==> src/spc_pkg.sv <==
// package for the strict priority call scheduler
// holds the request and result payload types, class and operation codes and the control states
// no dependencies
package spc_pkg;

  localparam int NUM_CLASSES         = 4;
  localparam int CLASS_W             = 2;
  localparam int ID_W                = 16;
  localparam int STIME_W             = 16;
  localparam int TICK_W              = 32;
  localparam int ENTRY_W             = ID_W + STIME_W;
  localparam int DEFAULT_QUEUE_DEPTH = 16;

  typedef enum logic {
    OP_ARRIVAL = 1'b0,
    OP_TICK    = 1'b1
  } op_t;

  typedef enum logic [CLASS_W-1:0] {
    CLASS_PLATINUM = 2'd0,
    CLASS_GOLD     = 2'd1,
    CLASS_SILVER   = 2'd2,
    CLASS_REGULAR  = 2'd3
  } class_t;

  typedef struct packed {
    logic               operation;
    logic [CLASS_W-1:0] service_class;
    logic [ID_W-1:0]    requester_id;
    logic [STIME_W-1:0] service_time;
  } req_t;

  typedef struct packed {
    logic               answered;
    logic [ID_W-1:0]    served_id;
    logic [CLASS_W-1:0] served_class;
    logic               dropped;
    logic               server_busy;
    logic [TICK_W-1:0]  tick_number;
  } rsp_t;

  typedef enum logic {
    ST_IDLE = 1'b0,
    ST_READ = 1'b1
  } state_t;

endpackage

==> src/spc_req_if.sv <==
// request channel of the scheduler: valid, ready and one request payload
// depends on spc_pkg
interface spc_req_if;
  logic          valid;
  logic          ready;
  spc_pkg::req_t payload;

  modport source (output valid, output payload, input ready);
  modport sink   (input valid, input payload, output ready);
endinterface

==> src/spc_rsp_if.sv <==
// result channel of the scheduler: valid, ready and one result payload
// depends on spc_pkg
interface spc_rsp_if;
  logic          valid;
  logic          ready;
  spc_pkg::rsp_t payload;

  modport source (output valid, output payload, input ready);
  modport sink   (input valid, input payload, output ready);
endinterface

==> src/spc_ram.sv <==
// generic single port ram with registered read data
// no dependencies
module spc_ram #(
  parameter int WIDTH = 32,
  parameter int DEPTH = 64
) (
  input  logic                     clk,
  input  logic                     we,
  input  logic [$clog2(DEPTH)-1:0] addr,
  input  logic [WIDTH-1:0]         wdata,
  output logic [WIDTH-1:0]         rdata
);

  logic [WIDTH-1:0] mem [DEPTH];

  always_ff @(posedge clk) begin
    if (we) begin
      mem[addr] <= wdata;
    end
    rdata <= mem[addr];
  end

endmodule

==> src/strict_priority_call_scheduler_unit.sv <==
// top level of the strict priority call scheduler: four class queues in one shared ram
// feeding one server; depends on spc_pkg, spc_req_if, spc_rsp_if and spc_ram
// arrivals and ticks that start no service register their result when the request is taken;
// a tick that starts a service first reads the queue ram in ST_READ, then registers its result
// throughput: one request per cycle while the result buffer has room, except a serving tick,
// which holds the input in ST_READ; results wait in a two entry buffer; reset is synchronous
// and clears pointers, busy counter, tick counter and buffer; the queue ram is not cleared
module strict_priority_call_scheduler_unit #(
  parameter int QUEUE_DEPTH = spc_pkg::DEFAULT_QUEUE_DEPTH
) (
  input  logic       clk,
  input  logic       rst,
  spc_req_if.sink    req,
  spc_rsp_if.source  rsp
);

  localparam int PTR_MOD = 2 * QUEUE_DEPTH;
  localparam int PTR_W   = $clog2(PTR_MOD);
  localparam int SLOT_W  = $clog2(QUEUE_DEPTH);
  localparam int DEPTH   = spc_pkg::NUM_CLASSES * QUEUE_DEPTH;
  localparam int ADDR_W  = $clog2(DEPTH);

  function automatic logic [PTR_W-1:0] ptr_inc(input logic [PTR_W-1:0] p);
    logic [PTR_W-1:0] r;
    if (p == PTR_W'(PTR_MOD - 1)) begin
      r = '0;
    end else begin
      r = p + PTR_W'(1);
    end
    return r;
  endfunction

  function automatic logic [ADDR_W-1:0] addr_of(input logic [spc_pkg::CLASS_W-1:0] c,
                                                input logic [PTR_W-1:0] p);
    logic [PTR_W-1:0]  s;
    logic [SLOT_W-1:0] slot;
    if (p >= PTR_W'(QUEUE_DEPTH)) begin
      s = p - PTR_W'(QUEUE_DEPTH);
    end else begin
      s = p;
    end
    slot = s[SLOT_W-1:0];
    return ADDR_W'(ADDR_W'(c) * ADDR_W'(QUEUE_DEPTH)) + ADDR_W'(slot);
  endfunction

  spc_pkg::state_t state, state_next;

  logic [PTR_W-1:0]               head [spc_pkg::NUM_CLASSES];
  logic [PTR_W-1:0]               tail [spc_pkg::NUM_CLASSES];
  logic [spc_pkg::STIME_W-1:0]    busy;
  logic [spc_pkg::TICK_W-1:0]     tick_count;
  logic [spc_pkg::CLASS_W-1:0]    pend_class;
  logic [spc_pkg::TICK_W-1:0]     pend_tick;

  spc_pkg::rsp_t                  rsp_q [2];
  logic                           wr_ptr;
  logic                           rd_ptr;
  logic [1:0]                     count;

  logic [spc_pkg::NUM_CLASSES-1:0] nonempty;
  logic [spc_pkg::NUM_CLASSES-1:0] full;
  logic [PTR_W:0]                  fill [spc_pkg::NUM_CLASSES];
  logic                            any_nonempty;
  logic [spc_pkg::CLASS_W-1:0]     sel;

  logic                            acc;
  logic                            is_tick;
  logic                            start_read;
  logic                            push;
  logic                            pop;
  spc_pkg::rsp_t                   push_data;

  logic                            ram_we;
  logic [ADDR_W-1:0]               ram_addr;
  logic [spc_pkg::ENTRY_W-1:0]     ram_wdata;
  logic [spc_pkg::ENTRY_W-1:0]     ram_rdata;
  logic [spc_pkg::STIME_W-1:0]     rd_stime;
  logic [spc_pkg::ID_W-1:0]        rd_id;

  // per class fill state
  always_comb begin
    for (int c = 0; c < spc_pkg::NUM_CLASSES; c++) begin
      if (tail[c] >= head[c]) begin
        fill[c] = {1'b0, tail[c]} - {1'b0, head[c]};
      end else begin
        fill[c] = {1'b0, tail[c]} + (PTR_W+1)'(PTR_MOD) - {1'b0, head[c]};
      end
      nonempty[c] = (head[c] != tail[c]);
      full[c]     = (fill[c] >= (PTR_W+1)'(QUEUE_DEPTH));
    end
  end

  // lowest numbered nonempty class wins
  always_comb begin
    sel = spc_pkg::CLASS_REGULAR;
    for (int c = spc_pkg::NUM_CLASSES - 1; c >= 0; c--) begin
      if (nonempty[c]) begin
        sel = spc_pkg::CLASS_W'(c);
      end
    end
    any_nonempty = |nonempty;
  end

  assign acc        = req.valid && req.ready;
  assign is_tick    = (req.payload.operation == spc_pkg::OP_TICK);
  assign start_read = acc && is_tick && (busy == '0) && any_nonempty;
  assign pop        = rsp.valid && rsp.ready;

  assign ram_we    = acc && !is_tick && !full[req.payload.service_class];
  assign ram_wdata = {req.payload.service_time, req.payload.requester_id};
  assign ram_addr  = is_tick ? addr_of(sel, head[sel])
                             : addr_of(req.payload.service_class,
                                       tail[req.payload.service_class]);
  assign rd_stime  = ram_rdata[spc_pkg::ENTRY_W-1:spc_pkg::ID_W];
  assign rd_id     = ram_rdata[spc_pkg::ID_W-1:0];

  spc_ram #(
    .WIDTH(spc_pkg::ENTRY_W),
    .DEPTH(DEPTH)
  ) u_queue_ram (
    .clk  (clk),
    .we   (ram_we),
    .addr (ram_addr),
    .wdata(ram_wdata),
    .rdata(ram_rdata)
  );

  // next state
  always_comb begin
    state_next = state;
    case (state)
      spc_pkg::ST_IDLE: begin
        if (start_read) begin
          state_next = spc_pkg::ST_READ;
        end
      end
      spc_pkg::ST_READ: begin
        state_next = spc_pkg::ST_IDLE;
      end
      default: begin
        state_next = spc_pkg::ST_IDLE;
      end
    endcase
  end

  // outputs of the control
  always_comb begin
    req.ready = 1'b0;
    push      = 1'b0;
    push_data = '0;
    case (state)
      spc_pkg::ST_IDLE: begin
        req.ready = (count != 2'd2);
        push      = acc && !start_read;
        push_data.tick_number = tick_count;
        if (is_tick) begin
          push_data.server_busy = (busy > spc_pkg::STIME_W'(1));
        end else begin
          push_data.dropped     = full[req.payload.service_class];
          push_data.server_busy = (busy != '0);
        end
      end
      spc_pkg::ST_READ: begin
        push                   = 1'b1;
        push_data.answered     = 1'b1;
        push_data.served_id    = rd_id;
        push_data.served_class = pend_class;
        push_data.server_busy  = (rd_stime > spc_pkg::STIME_W'(1));
        push_data.tick_number  = pend_tick;
      end
      default: begin
        req.ready = 1'b0;
      end
    endcase
  end

  always_ff @(posedge clk) begin
    if (rst) begin
      state      <= spc_pkg::ST_IDLE;
      busy       <= '0;
      tick_count <= '0;
      for (int c = 0; c < spc_pkg::NUM_CLASSES; c++) begin
        head[c] <= '0;
        tail[c] <= '0;
      end
    end else begin
      state <= state_next;
      if (ram_we) begin
        tail[req.payload.service_class] <= ptr_inc(tail[req.payload.service_class]);
      end
      if (acc && is_tick) begin
        tick_count <= tick_count + spc_pkg::TICK_W'(1);
        if (start_read) begin
          head[sel] <= ptr_inc(head[sel]);
        end else if (busy != '0) begin
          busy <= busy - spc_pkg::STIME_W'(1);
        end
      end
      if (state == spc_pkg::ST_READ) begin
        busy <= (rd_stime != '0) ? rd_stime - spc_pkg::STIME_W'(1) : '0;
      end
    end
  end

  always_ff @(posedge clk) begin
    if (start_read) begin
      pend_class <= sel;
      pend_tick  <= tick_count;
    end
  end

  // two entry result buffer
  always_ff @(posedge clk) begin
    if (rst) begin
      wr_ptr <= 1'b0;
      rd_ptr <= 1'b0;
      count  <= '0;
    end else begin
      if (push) begin
        wr_ptr <= ~wr_ptr;
      end
      if (pop) begin
        rd_ptr <= ~rd_ptr;
      end
      count <= count + 2'(push) - 2'(pop);
    end
  end

  always_ff @(posedge clk) begin
    if (push) begin
      rsp_q[wr_ptr] <= push_data;
    end
  end

  assign rsp.valid   = (count != '0);
  assign rsp.payload = rsp_q[rd_ptr];

endmodule

==> src/flat_wrapper.sv <==
// flat-port wrapper written by rule: the top's interface ports become plain ports
module strict_priority_call_scheduler_unit_flat 
#(
  parameter int QUEUE_DEPTH = spc_pkg::DEFAULT_QUEUE_DEPTH
)
  (clk, rst, req_valid, req_payload, req_ready, rsp_valid, rsp_payload, rsp_ready);
  spc_req_if req_i ();
  spc_rsp_if rsp_i ();
  input  logic clk;
  input  logic rst;
  input wire logic [$bits(req_i.valid)-1:0] req_valid;
  input wire logic [$bits(req_i.payload)-1:0] req_payload;
  output wire logic [$bits(req_i.ready)-1:0] req_ready;
  output wire logic [$bits(rsp_i.valid)-1:0] rsp_valid;
  output wire logic [$bits(rsp_i.payload)-1:0] rsp_payload;
  input wire logic [$bits(rsp_i.ready)-1:0] rsp_ready;
  assign req_i.valid = req_valid;
  assign req_i.payload = req_payload;
  assign req_ready = req_i.ready;
  assign rsp_valid = rsp_i.valid;
  assign rsp_payload = rsp_i.payload;
  assign rsp_i.ready = rsp_ready;
  strict_priority_call_scheduler_unit #(.QUEUE_DEPTH(QUEUE_DEPTH)) u_core (.clk(clk), .rst(rst), .req(req_i), .rsp(rsp_i));
endmodule
==> config.mk <==
export PLATFORM = sky130hd
export DESIGN_NAME = strict_priority_call_scheduler_unit_flat
export DESIGN_NICKNAME = d
export VERILOG_FILES = /design/src/spc_pkg.sv /design/src/spc_req_if.sv /design/src/spc_rsp_if.sv /design/src/spc_ram.sv /design/src/strict_priority_call_scheduler_unit.sv /design/src/flat_wrapper.sv
export SDC_FILE = /design/constraint.sdc
export NUM_CORES = 2
export LEC_CHECK = 0
export BUFFER_PORTS_ARGS = -buffer_cell sky130_fd_sc_hd__buf_2
export CORE_ASPECT_RATIO = 1.25
export CORE_MARGIN = 3
export CORE_UTILIZATION = 30
export CTS_CLUSTER_DIAMETER = 100
export DETAILED_ROUTE_END_ITERATION = 7
export HOLD_SLACK_MARGIN = 0.08
export PLACE_DENSITY_LB_ADDON = 0.12
export SKIP_LAST_GASP = 1
export SYNTH_ARGS = -nofsm -noshare
export SYNTH_HDL_FRONTEND = slang
export SYNTH_SLANG_ARGS = --single-unit
export TNS_END_PERCENT = 5
==> constraint.sdc <==
create_clock -name clk -period 10.6 [get_ports clk]
set_input_delay 3.18 -clock clk [delete_from_list [all_inputs] [get_ports clk]]
set_output_delay 3.18 -clock clk [all_outputs]
set_load 0.005 [all_outputs]
======== Word level (Yosys, flattened, before mapping) ========
Memory sizes are Yosys's and may differ from the RTL's. A register that Yosys moved wholly into a read port is not among the register bits.
Index checks and enable logic that the tools add are counted.
storage, ports and cells
  memories ................................ 4
  output and inout port bits .............. 55
  bits in writable memories ............... 2194
  register bits after elaboration ......... 87
  input port bits ......................... 39
memories
  name                    words  width  read ports  clocked after Yosys merged registers in  wr ports  line                                       text
  u_core.u_queue_ram.mem  64     32     1           1                                        1         spc_ram.sv:14                              logic [WIDTH-1:0] mem [DEPTH];
  u_core.rsp_q            2      53     1           1                                        1         strict_priority_call_scheduler_unit.sv:55  spc_pkg::rsp_t rsp_q [2];
  u_core.head             4      5      5           0                                        4         strict_priority_call_scheduler_unit.sv:48  logic [PTR_W-1:0] head [spc_pkg::NUM_CLASSES];
  u_core.tail             4      5      5           0                                        4         strict_priority_call_scheduler_unit.sv:49  logic [PTR_W-1:0] tail [spc_pkg::NUM_CLASSES];
operators by class
  eq/ne operators ......................... 8
  bitwise logic cells ..................... 3
  order comparisons ....................... 13
  $add $sub $neg .......................... 23
  multiplexer cells ....................... 52
  reduce and logical (&&, ||, !) cells .... 21
operator list
  operator                                                                              number
  16-bit 2-to-1 mux                                                                     5
  33-bit one-hot mux with 2 select lines                                                1
  5-bit 2-to-1 mux                                                                      9
  32-bit by 1-bit adder with 32-bit output (second input constant)                      1
  16-bit by 1-bit greater-than comparator with 1-bit output (second input constant)     2
  16-bit nonzero test                                                                   2
  16-bit by 1-bit subtractor with 16-bit output (second input constant)                 2
  6-bit 2-to-1 mux                                                                      5
  5-bit by 6-bit adder with 6-bit output (second input constant)                        4
  6-bit by 5-bit greater-or-equal comparator with 1-bit output (second input constant)  4
  5-bit by 5-bit subtractor with 6-bit output                                           4
  6-bit by 5-bit subtractor with 6-bit output                                           4
  1-bit 2-to-1 mux                                                                      22
  5-bit greater-or-equal comparator                                                     4
  5-bit inequality test                                                                 4
  19-bit 2-to-1 mux                                                                     1
  16-bit zero test                                                                      1
  6-bit by 4-bit adder with 6-bit output                                                2
  5-bit by 1-bit adder with 5-bit output (second input constant)                        2
  5-bit equality test (second input constant)                                           2
  5-bit greater-or-equal comparator (second input constant)                             2
  5-bit OR reduction                                                                    2
  1-bit logical AND                                                                     8
  2-bit 2-to-1 mux                                                                      4
  other kinds (14)                                                                      23

======== Logic depth before layout (Yosys ltp) ========
An unclocked memory read counts as a cell.
  word-level depth ........................ 14
  mapped depth ............................ 15
  gate-level depth less buffers ........... 13

======== Hierarchy ========
A second synthesis with hierarchy kept.
second synthesis, totals
  cell total of the unflattened synthesis .. 5127
  area total of the unflattened synthesis .. 89978.8 um^2
modules (own cells, without submodules)
  module                               seq. area each (um^2)  cells an instance  times used  area an instance (um^2)
  spc_ram                              62139.6                4239               1           78928.2
  strict_priority_call_scheduler_unit  6486.2                 888                1           11050.6

======== Worst setup path before layout ========
Ideal clock, no wire load.
  path type ............................... input to register
  from .................................... input req_payload[32]
  to ...................................... memory u_core.u_queue_ram.mem[60][0], enable pin
  buffers on the path ..................... 3
  stages .................................. 9
  data required time ...................... 10.179 ns
  arrival ................................. 6.345 ns
  path slack .............................. 3.833 ns
  cell sequence ........................... mux4_2 -> or2_1 -> o21a_1 -> buf_6 -> nor2_1 -> buf_2 -> buf_2 -> nand2_1 -> nor2_1
on the way
  longest elaborated chain between the ends .. 6
  elaborated cells on any way between the ends .. 12
RTL lines
  element                                                                                         line                text
  start, declared                                                                                 flat_wrapper.sv:12  input wire logic [$bits(req_i.payload)-1:0] req_payload;
  parallel branches: the longest is 6 deep, another holds 6-bit by 4-bit adder with 6-bit output  n/a
  end, declared                                                                                   spc_ram.sv:14
Parallel ways; which one is timed is not known. The select of a mux whose other input is x is not followed.

======== Worst setup path in the final report ========
  from .................................... input req_payload[32]
  to ...................................... register u_core.u_queue_ram.rdata[5], read port of u_core.u_queue_ram.mem
on the way
  longest elaborated chain between the ends .. 5
  elaborated cells on any way between the ends .. 6
RTL lines
  element                                                                                           line                                                                                  text
  memory 4 x 5 bit                                                                                  n/a
  4-bit by 1-bit subtractor with 4-bit output or 5-bit greater-or-equal comparator (tied branches)  strict_priority_call_scheduler_unit.sv:38, strict_priority_call_scheduler_unit.sv:37
  4-bit 2-to-1 mux                                                                                  strict_priority_call_scheduler_unit.sv:37                                             if (p >= PTR_W'(QUEUE_DEPTH)) begin
  6-bit by 4-bit adder with 6-bit output *                                                          strict_priority_call_scheduler_unit.sv:43                                             return ADDR_W'(ADDR_W'(c) * ADDR_W'(QUEUE_DEPTH)) + ADDR_W'(slot);
  6-bit 2-to-1 mux *                                                                                strict_priority_call_scheduler_unit.sv:111                                            assign ram_addr = is_tick ? addr_of(sel, head[sel])
  end, declared                                                                                     spc_ram.sv:11                                                                         output logic [WIDTH-1:0] rdata
Every way passes the cells marked *; elsewhere a longest branch is shown, timed or not.
A chain may end at the register's enable or synchronous reset.

==> out/results.ini <==
[status]
status = complete, no violations

[cells_and_area]
fill_cells = 27909
final_cell_mix = 2228 x edfxtp_1, 644 x a22oi_1, 251 x nand2_1
final_common_cell = edfxtp_1
nets = 5519
drive_above_1_share_pct = 17.1
areaGrowthSynthToFinish_pct = 15.5
final_util_pct = 34.9

[clock_tree]
cts_max_level = 4
ctsRootBufferMaster = clkbuf_16
clock_path_buffers = 4
cts_hold_buf = 0
cts.clk_slew.worst_paths_ps = 60
cts.sinks = 2314
cts_resized = 0
numCtsBuffers = 239
cts_tree = done
postCtsSetupRepairBufs = 0
clock_latency_ps = 910

[route]
drt_pass1_iterations = 8
vias_per_cell = 5.30
antenna_left = 0
drc = 0
wl_per_cell_um = 31.1
drt_iter0_markers = 4812
wl_um = 297000
vias = 50742

[logic_synthesis]
synth_compound_area_share_pct = 11.7
yosys.area_share.adder_pct = 0.451
async_flop_share_pct = 0
post_synth_and_or_nand_nor_area_fraction_pct = 4.21
avgSynthCellArea_um2 = 16.9
netlist.area_leader.share_pct = 75.4
dominantRegCellSynth = edfxtp_1
synth_nets = 5326
synth_top_family_by_area = compound AO/OA/AOI/OAI gates
synth_cell_types = 84
synthesis.instances = 5255
ys_warn_count = 0
synth_xor_area_share_pct = 0.523
synth-edff-count = 2228
ys_seq_elements = 2314
yosysTopAreaCell = edfxtp_1
synth_area_leaders = edfxtp_1 75%, a22oi_1 5.4%, mux2_2 2.6%
synthMuxAreaShare_pct = 3.80
yosysSeqAreaShare_pct = 77.4
netlist_area_um2 = 88700

[hold_path]
hold_depth = 0
hold_path.class = register to register

[sta]
max_slew.worst_pin.slew_ps = 1490
slew_viol_final = 0
max_freq_mhz = 135
hold_viol = 0
skew_ps = 50.6
fin_crit_ps = 7410
setup_tns_ps = 0
finalCritPeriodShare_pct = 69.9
maxSlewHeadroom_pct = 0.880
rsz0062_at_grt = false
setup_viol = 0

[critical_path]
worst_ep_required_time_ps = 11270
end_kind = register
crit_type = input port to register
ff2ff_path_depth = 13
worstPathArrival_ps = 8080
crit_fanout = 77
max_stage_delay_ps = 1280
critPathSlowestCell = a222oi_1
cp_cell_sequence = buf_2, mux4_2, or2_1, o21ai_4, buf_4, buf_12, mux2_2, a221oi_1, o21ai_0, a222oi_1, nand4_1
cp-start-kind = input port

[flow_run]
drv_cap = 0

[floorplanning]
die_area_um2 = 302000
ios = 94
die_width_um = 492
floorplan.initialDensity_pct = 30.2
fp-row-count = 222
design.core.area_um2 = 293000
die_y_um = 614

[global_route]
antenna_found_initial = 27
grt_first_pass_wirelength_um = 414000
grt_max_degree = 106
overflow = 0
grtUsageTotal_pct = 19.1
first_global_vias = 51007

[placed_design]
dp_hpwl_um = 178000
place_congestion = 0.818
port_buffers = 93

[power]
power.density_nw_per_um2 = 221
p_leak_uw = 0.0317
vdd_drop_max_mv = 0.200

[flip-flops by register name (all words and copies together) (netlist names), named ones only]
register,cells
u_core.wr_ptr,1
u_core.busy,16
u_core.count,2
u_core.rsp_q,106
u_core.head,20
u_core.rd_ptr,1
u_core.pend_class,2
u_core.tick_count,32
u_core.state,1
u_core.u_queue_ram.rdata,32
u_core.u_queue_ram.mem,2048
u_core.tail,20
u_core.pend_tick,32
[area by class of cell]
class | count | area, µm² | area share, %
multi-input combinational | 2556 | 19000 | 18.5
tap | 3920 | 4900 | 4.79
clock buffer | 301 | 6400 | 6.24
inverter | 51 | 191 | 0.187
sequential | 2314 | 68600 | 67.0
clock inverter | 133 | 1210 | 1.18
antenna | 4 | 10.0 | 0.00977
timing repair buffer | 286 | 2170 | 2.12
[cell families (layout without fill, tap and decap cells)]
kind of cell               Yosys count  after routing
AOI/OAI and AO/OA                 1401           1401
xor gates and xnor gates            53             53
adders and majority gates           32             32
buffers and inverters              385            771
DFF                               2314           2314
muxes                              301            301
other                                0              4
and+or+nand+nor                    769            769
[path summary, 6_finish.rpt]
| check | start | to | slack [ps] |
|---|---|---|---|
| setup / recovery | req_payload[32] | u_core.u_queue_ram.rdata[5] | 3190 |
| hold / removal | u_core.tick_count[31] | u_core.pend_tick[31] | 490 |
| setup reg to reg | u_core.tail[0][3] | u_core.u_queue_ram.rdata[5] | 4510 |
| hold reg to reg | u_core.tick_count[31] | u_core.pend_tick[31] | 490 |
[worst max-delay path, delay by kind of cell]
| family | cells | cell delay [ps] |
|---|---|---|
| and+or+nand+nor | 2 | 600 |
| buffers and inverters | 3 | 940 |
| muxes | 2 | 1030 |
| AOI/OAI and AO/OA | 4 | 2100 |
[Yosys cell counts (32+ instances only)]
cell type and n:
a21oi_1 198, a221o_1 57, a221oi_1 101, a22o_1 32, a22oi_1 644, a31oi_1 49
a41oi_1 59, buf_1 39, buf_2 114, clkbuf_1 150, dfxtp_1 86, edfxtp_1 2228
ha_1 32, inv_1 49, mux2_2 208, mux2i_1 85, nand2_1 251, nand3_1 72
nand4_1 93, nor2_1 181, o21ai_0 79
[through the flow]
| step | std cells | setup WS [ps] | hold slack (ps) | power, µW | cell area [µm²] |
|---|---|---|---|---|---|
| after floorplan | 5255 | 3830 | 446 | 12700 | 88700 |
| after CTS | 9560 | 3310 | 490 | 22900 | 102000 |
| after global routing | 9563 | 3270 | 526 | 23400 | 102000 |
| final | 9565 | 3190 | 488 | 22600 | 102000 |
| after detailed placement | 9126 | 2380 | 474 | 14500 | 94900 |
| after global placement | 9122 | 2120 | 477 | 14500 | 94800 |
[routing by layer]
metal  vias up  global-route usage, %  share of wire, %
li1      21917                      -                 -
met1     26800                   24.4                41
met2      1599                   33.9                51
met3       420                   2.85               5.2
met4         6                   5.04               2.6
met5         -                      0             0.016
[power by group]
| part | internal (µW) | total, µW | switching, µW |
|---|---|---|---|
| Combinational | 1120 | 3670 | 2550 |
| Clock | 4740 | 8340 | 3600 |
| Sequential | 10400 | 10600 | 237 |
| Total | 16200 | 22600 | 6390 |
(Power assumes the default switching activity.)
